`config.mk`:
```
export PLATFORM = sky130hd
export DESIGN_NAME = bnk_isqrt
export DESIGN_NICKNAME = d
export VERILOG_FILES = /design/src/design/bnk_pkg.sv /design/src/design/bnk_isqrt.sv
export SDC_FILE = /design/constraint.sdc
export NUM_CORES = 2
export LEC_CHECK = 0
export BUFFER_PORTS_ARGS = -buffer_cell sky130_fd_sc_hd__buf_2
export CORE_MARGIN = 4
export CORE_UTILIZATION = 45
export DETAILED_ROUTE_END_ITERATION = 6
export SKIP_LAST_GASP = 1
export SYNTH_ARGS = -nofsm -noshare
export SYNTH_HDL_FRONTEND = slang
export SYNTH_MEMORY_MAX_BITS = 65536
export SYNTH_SLANG_ARGS = --single-unit
```
`constraint.sdc`:
```
create_clock -name clk -period 4.6 [get_ports clk]
set_clock_uncertainty 0.2 [all_clocks]
set_input_delay 0.92 -clock clk [delete_from_list [all_inputs] [get_ports clk]]
set_output_delay 0.92 -clock clk [all_outputs]
set_load 0.05 [all_outputs]
```
`src/design/bnk_pkg.sv`:
```
// ----------------------------------------------------------------------------
// bnk_pkg
// Types, codes and step functions shared by the Brownian node kick pipeline.
// ----------------------------------------------------------------------------
package bnk_pkg;

	// register stages from input register to output register
	localparam int NSTAGE    = 146;
	localparam int SQ_STEPS  = 33;
	localparam int DIV_STEPS = 32;

	localparam logic [2:0] MODE_FREE3D = 3'd0;
	localparam logic [2:0] MODE_PLANAR = 3'd1;
	localparam logic [2:0] MODE_AXIAL  = 3'd2;
	localparam logic [2:0] MODE_PROJ   = 3'd3;
	localparam logic [2:0] MODE_TRUNC  = 3'd4;
	localparam logic [2:0] MODE_ROTZ   = 3'd5;

	localparam logic [1:0] CFG_MODE       = 2'd0;
	localparam logic [1:0] CFG_KICK_SCALE = 2'd1;
	localparam logic [1:0] CFG_CUTOFF     = 2'd2;
	localparam logic [1:0] CFG_DIFFUSION  = 2'd3;

	localparam logic [31:0] ONE_Q16 = 32'h0001_0000;

	typedef struct packed {
		logic signed [31:0] pos_x;
		logic signed [31:0] pos_y;
		logic signed [31:0] pos_z;
		logic signed [15:0] noise_x;
		logic signed [15:0] noise_y;
		logic signed [15:0] noise_z;
	} node_t;

	typedef struct packed {
		logic signed [31:0] kick_x;
		logic signed [31:0] kick_y;
		logic signed [31:0] kick_z;
		logic signed [31:0] force_x;
		logic signed [31:0] force_y;
		logic signed [31:0] force_z;
		logic signed [63:0] energy_term;
		logic               degenerate;
	} kick_t;

	// one square root step: remainder, partial root, unconsumed radicand
	typedef struct packed {
		logic [35:0] rem;
		logic [32:0] root;
		logic [65:0] rad;
	} sq_t;

	// one restoring division step: remainder, dividend/quotient shifter, divisor
	typedef struct packed {
		logic [32:0] rem;
		logic [31:0] lo;
		logic [32:0] dvs;
	} dv_t;

	// per item side data riding along the long arithmetic segments
	typedef struct packed {
		logic [2:0]       mode;
		logic             deg;
		logic             trunc;
		logic [2:0][31:0] p;
		logic [2:0][31:0] k0;
		logic [2:0][32:0] t;
		logic [2:0][31:0] kp;
	} sb_t;

	function automatic sq_t sq_step(input sq_t a);
		logic [35:0] r2;
		logic [35:0] tr;
		sq_t o;
		r2 = {a.rem[33:0], a.rad[65:64]};
		tr = {1'b0, a.root, 2'b01};
		if (r2 >= tr) begin
			o.rem  = r2 - tr;
			o.root = {a.root[31:0], 1'b1};
		end else begin
			o.rem  = r2;
			o.root = {a.root[31:0], 1'b0};
		end
		o.rad = {a.rad[63:0], 2'b00};
		return o;
	endfunction

	function automatic dv_t dv_step(input dv_t a);
		logic [33:0] r2;
		logic [33:0] d;
		dv_t o;
		r2    = {a.rem, a.lo[31]};
		d     = {1'b0, a.dvs};
		o.dvs = a.dvs;
		if (r2 >= d) begin
			o.rem = 33'(r2 - d);
			o.lo  = {a.lo[30:0], 1'b1};
		end else begin
			o.rem = r2[32:0];
			o.lo  = {a.lo[30:0], 1'b0};
		end
		return o;
	endfunction

	// sign and magnitude to saturated signed 32
	function automatic logic [31:0] sat_sm(input logic neg, input logic [63:0] m);
		logic [31:0] r;
		if (!neg) begin
			r = (m > 64'h0000_0000_7FFF_FFFF) ? 32'h7FFF_FFFF : m[31:0];
		end else begin
			r = (m > 64'h0000_0000_8000_0000) ? 32'h8000_0000 : (~m[31:0] + 32'd1);
		end
		return r;
	endfunction

	function automatic logic [31:0] sat_s(input logic signed [35:0] v);
		logic [31:0] r;
		if (v > $signed(36'h0_7FFF_FFFF)) begin
			r = 32'h7FFF_FFFF;
		end else if (v < $signed(36'hF_8000_0000)) begin
			r = 32'h8000_0000;
		end else begin
			r = v[31:0];
		end
		return r;
	endfunction

endpackage

```
`src/design/bnk_isqrt.sv`:
```
// ----------------------------------------------------------------------------
// bnk_isqrt
// Pipelined floor square root, 66-bit radicand, one root bit per stage.
// ----------------------------------------------------------------------------
module bnk_isqrt (
	input  logic        clk,
	input  logic        en,
	input  logic [65:0] rad,
	output logic [32:0] root
);

	bnk_pkg::sq_t st_s [0:bnk_pkg::SQ_STEPS-1];
	bnk_pkg::sq_t init;

	always_comb begin
		init.rem  = '0;
		init.root = '0;
		init.rad  = rad;
	end

	always_ff @(posedge clk) begin
		if (en) begin
			st_s[0] <= bnk_pkg::sq_step(init);
			for (int j = 1; j < bnk_pkg::SQ_STEPS; j++) begin
				st_s[j] <= bnk_pkg::sq_step(st_s[j-1]);
			end
		end
	end

	assign root = st_s[bnk_pkg::SQ_STEPS-1].root;

endmodule

```
* Word-level counts from Yosys, hierarchy flattened *
Memory sizes are Yosys's and may differ from the RTL's.
Index checks and enable logic that the tools add are counted.

operators by class
  $add $sub $neg = 33
  $mul = 0
  divide/modulo/power cells = 0
  magnitude comparators = 33
  equal/unequal tests = 0
  shift-type cells = 0
  muxes and demuxes = 68
  bitwise operators = 0
  reduce and logical (&&, ||, !) cells = 0

operators with widths
  operator                                                                             number
  69-bit two-way mux                                                                   66
  36-bit by 35-bit greater-or-equal comparator with 1-bit output                       32
  36-bit by 35-bit subtractor with 36-bit output                                       32
  2-bit by 1-bit subtractor with 3-bit output, second input constant                   1
  2-bit by 1-bit greater-or-equal comparator with 1-bit output, second input constant  1
  1-bit two-way mux                                                                    2

storage, ports and cells
  bits in registers = 0
  latch bits = 0
  RAM bits = 4389
  ROM bits = 0
  input port bits = 68
  output and inout bits = 33
  logic and storage cells = 135
  memories kept = 1

memory list
  memory  depth  bits a word  read ports  clocked after memory_dff  write ports  RTL line         text
  st_s    33     133          33          0                         33           bnk_isqrt.sv:12  bnk_pkg::sq_t st_s [0:bnk_pkg::SQ_STEPS-1];

* Depth between registers and ports, before layout *
An unclocked memory read counts as a cell.

  depth after elaboration = 4
  depth in mapped cells = 16
  gate-level depth less buffers = 14

* Worst setup path before layout *
No wires, ideal clock.

  path kind = flip-flop to flip-flop
  from = mem st_s[0][3826] (netlist name)
  to = mem st_s[0][3962] (netlist name), data pin
  setup time = 0.260 ns
  arrival = 3.358 ns
  data required time = 4.140 ns
  setup slack = 0.783 ns
  stages on the path, launching flop included = 11
  path buffers = 1
  clock period less this slack = 3.817 ns
  cells stage by stage = edfxtp_1 ha_1 a2111o_1 o2111ai_1 a211oi_1 a221o_1 o21ai_0 nand2_1 a211oi_1 clkbuf_1 mux2_2

RTL lines
  item             RTL line
  start, declared  bnk_isqrt.sv:12

==> impl_metrics.env <==
export IMPL_reg_top3="st_s: 2654 flops"
export IMPL_regMostFlops="st_s"
export IMPL_fp_row_count=191
export IMPL_rsz0062_at_grt="false"
export IMPL_final_nets=10417
export IMPL_drt_wl_total_um=251000
export IMPL_synth_nets=9986
export IMPL_hold_class="input pin to register"
export IMPL_synth_cell_types=91
export IMPL_async_flop_share_pct=0
export IMPL_placed_area_um2=128000
export IMPL_status="finished, violations left"
export IMPL_cts_setup_buffers=0
export IMPL_hold_end="st_s[0][2]"
export IMPL_die_y_um=529
export IMPL_finalHoldViolations=0
export IMPL_cp_start_kind="register"
export IMPL_viasPerCell=5.33
export IMPL_cap_violations=0
export IMPL_hold_path_startpoint="rad[2]"
export IMPL_slew_viol_final=0
export IMPL_gp_congestion=0.915
export IMPL_final_area_um2=138000
export IMPL_worst_path_max_fanout=26
export IMPL_drive_gt1_share_pct=8.50
export IMPL_antenna_found_initial=2
export IMPL_track_usage_pct=17.6
export IMPL_reg2reg_setup_slack_ns=0.32
export IMPL_clk_pin_slew_worst_paths_ns=0.06
export IMPL_worstPathRequired_ns=4.86
export IMPL_wire_per_inst_um=18.5
export IMPL_worst_setup_path_end_kind="register"
export IMPL_register_area_um2=79700
export IMPL_min_path_cells=1
export IMPL_peakVddDrop_uv=414
export IMPL_grt_pass1_wl_um=395000
export IMPL_syn_area_per_cell_um2=13.1
export IMPL_violations="antenna rules, DRC"
export IMPL_synth_area_um2=122000
export IMPL_syn_to_final_growth_pct=13.4
export IMPL_dieWidth_um=529
export IMPL_root_buffer="clkbuf_16"
export IMPL_yosysWarningCount=0
export IMPL_dieArea_um2=280000
export IMPL_cts_sink_count=2654
export IMPL_start_util_pct=45.2
export IMPL_max_freq_ghz=0.233
export IMPL_route_vias_total=72250
export IMPL_pwr_density_cell_nw_per_um2=508
export IMPL_grt_max_degree=106
export IMPL_syn_inst=9322
export IMPL_io_buffers=100
export IMPL_cts_buffer_depth=4
export IMPL_cts_max_level=5
export IMPL_cts_buffers=296
export IMPL_post_route_drc_count=1
export IMPL_synth_top_flop_cell="edfxtp_1"
export IMPL_ant_nets=1
export IMPL_fillers=22831
export IMPL_period_needed_ns=4.28
export IMPL_coreArea_um2=271000
export IMPL_finalPower_uw=70300
export IMPL_tightest_slew_ns=1.00
export IMPL_cp_data_arrival_time_ns=4.55
export IMPL_clk_latency_ns=0.89
export IMPL_ios=101
export IMPL_dr_pass1_iters=7
export IMPL_grt_pass1_vias=71116
export IMPL_timing_rr_start="st_s[0][3259]"
export IMPL_setup_viol=0
export IMPL_cts_tree="done"
export IMPL_p_leak_uw=0.0529
export IMPL_reg2reg_to="st_s[0][3426]"
export IMPL_slew_headroom_pct=32.5
export IMPL_synth_seq_cells=2654
export IMPL_path_class="register to register"
export IMPL_largest_reg_flops=2654
export IMPL_hpwlAfterDp_um=179000
export IMPL_crit_path_start="st_s[0][3259]"
export IMPL_yosysSeqAreaShare_pct=65.2
export IMPL_multiInputGateArea_um2=38900
export IMPL_drt_initial_drc_count=5470
export IMPL_fin_crit_sh_pct=93.1
export IMPL_rr_worst_depth=12
export IMPL_overflow=0
export IMPL_synth_edf_count=2654
==> how the worst max path moves through the flow <==
stage	end	slack (ns)	depth (start not counted)
floorplan	st_s[0][3962]	0.78	10
global placement	st_s[0][3429]	-0.04	12
detailed placement	st_s[0][3429]	-0.07	12
CTS	st_s[0][3426]	0.14	12
global route	st_s[0][3314]	0.06	13
finish	st_s[0][3426]	0.32	12
==> cells by family after synthesis <==
logic type                 count (synthesis)  share of synthesized area, %
and+or+nand+nor                         2363                          9.52
adders and majority gates                596                          6.10
AOI/OAI and AO/OA                       1820                          9.15
buffers and inverters                    940                          3.00
muxes                                     87                         0.789
xor gates and xnor gates                 861                          6.19
DFF                                     2654                          65.2
other                                      1                       0.00307
==> cells in the final DEF (no fill, tap or decap), drive strengths merged, types with 118 or more instances in the layout <==
cell | synthesis | routed
a21o | 256 | 256
a21oi | 551 | 551
buf | 45 | 256
clkbuf | 141 | 356
clkinv | 0 | 118
edfxtp | 2654 | 2654
ha | 596 | 596
inv | 754 | 766
nand2 | 696 | 696
nand2b | 137 | 137
nand3 | 137 | 137
nor2 | 508 | 508
nor3 | 240 | 240
o21ai | 521 | 521
xnor2 | 455 | 455
xor2 | 406 | 406
==> power by group <==
group          internal, uW  total [uW]  leakage (uW)  switching [uW]
Clock                 14300       23800       0.00476            9560
Combinational          5850       13800        0.0226            7900
Sequential            30700       32700        0.0255            2020
==> routing by layer <==
metal | track usage, % | routed length [um] | vias to the layer above
met1 | 24.2 | 114000 | 35003
met2 | 28.8 | 118000 | 1516
met4 | 6.21 | 8530 | 0
met3 | 2.20 | 10100 | 479
li1 | - | - | 35252
met5 | 0 | 0 | -
==> synth_stat cells, types with 99 or more instances <==
| library cell | number | area, um^2 |
|---|---|---|
| nand3_1 | 137 | 686 |
| nor2b_1 | 99 | 619 |
| a21oi_1 | 551 | 2760 |
| nor3_1 | 237 | 1190 |
| edfxtp_1 | 2654 | 79700 |
| nand2_1 | 695 | 2610 |
| xor2_1 | 406 | 3560 |
| nor4_1 | 105 | 657 |
| ha_1 | 596 | 7460 |
| clkbuf_1 | 141 | 529 |
| inv_1 | 752 | 2820 |
| nand2b_1 | 136 | 851 |
| a21o_1 | 256 | 1920 |
| o21a_1 | 99 | 743 |
| o21ai_0 | 519 | 2600 |
| nor2_1 | 508 | 1910 |
| xnor2_1 | 453 | 3970 |
==> cell type report <==
cell class,instances,share of cell area [%]
Clock inverter,176,1.48
Inverter,754,2.04
Antenna cell,6,0.0108
Timing Repair Buffer,319,1.96
Tap cell,3570,3.23
Multi-Input combinational cell,5728,28.1
Sequential cell,2654,57.6
Clock buffer,356,5.60
==> repair_timing <==
| action | 4_1_cts | 5_1_grt |
|---|---|---|
| hold buffers | 63 | 0 |
| resized for setup | 2 | 3 |
| endpoints found under the setup margin | 4 | 9 |
| endpoints found under the hold margin | 63 | 0 |
==> per-stage QoR <==
| step | util, % | TNS [ns] | setup WS (ns) | std cells | hold slack (ns) |
|---|---|---|---|---|---|
| after floorplan | - | 0 | 0.783 | 9322 | 0.200 |
| after global placement | 47.3 | -0.0423 | -0.0423 | 12962 | 0.200 |
| after detailed placement | 47.3 | -0.0686 | -0.0685 | 12962 | 0.205 |
| after CTS | 51.2 | 0 | 0.137 | 13557 | 0.0328 |
| after global routing | 51.2 | 0 | 0.0640 | 13558 | 0.0596 |
| final | 51.2 | 0 | 0.316 | 13563 | 0.122 |
==> critical path: stages, from the launching register on <==
cell      delay [ns]
edfxtp_1        0.54
inv_1           0.10
ha_1            0.37
a21o_1          0.19
a21o_1          0.18
a21o_1          0.19
a221oi_2        0.42
a21oi_1         0.12
a21oi_1         0.27
o21ai_1         0.23
a21oi_4         0.35
buf_4           0.33
o21ai_0         0.39
No activity file was read; power rests on OpenSTA's default activity.
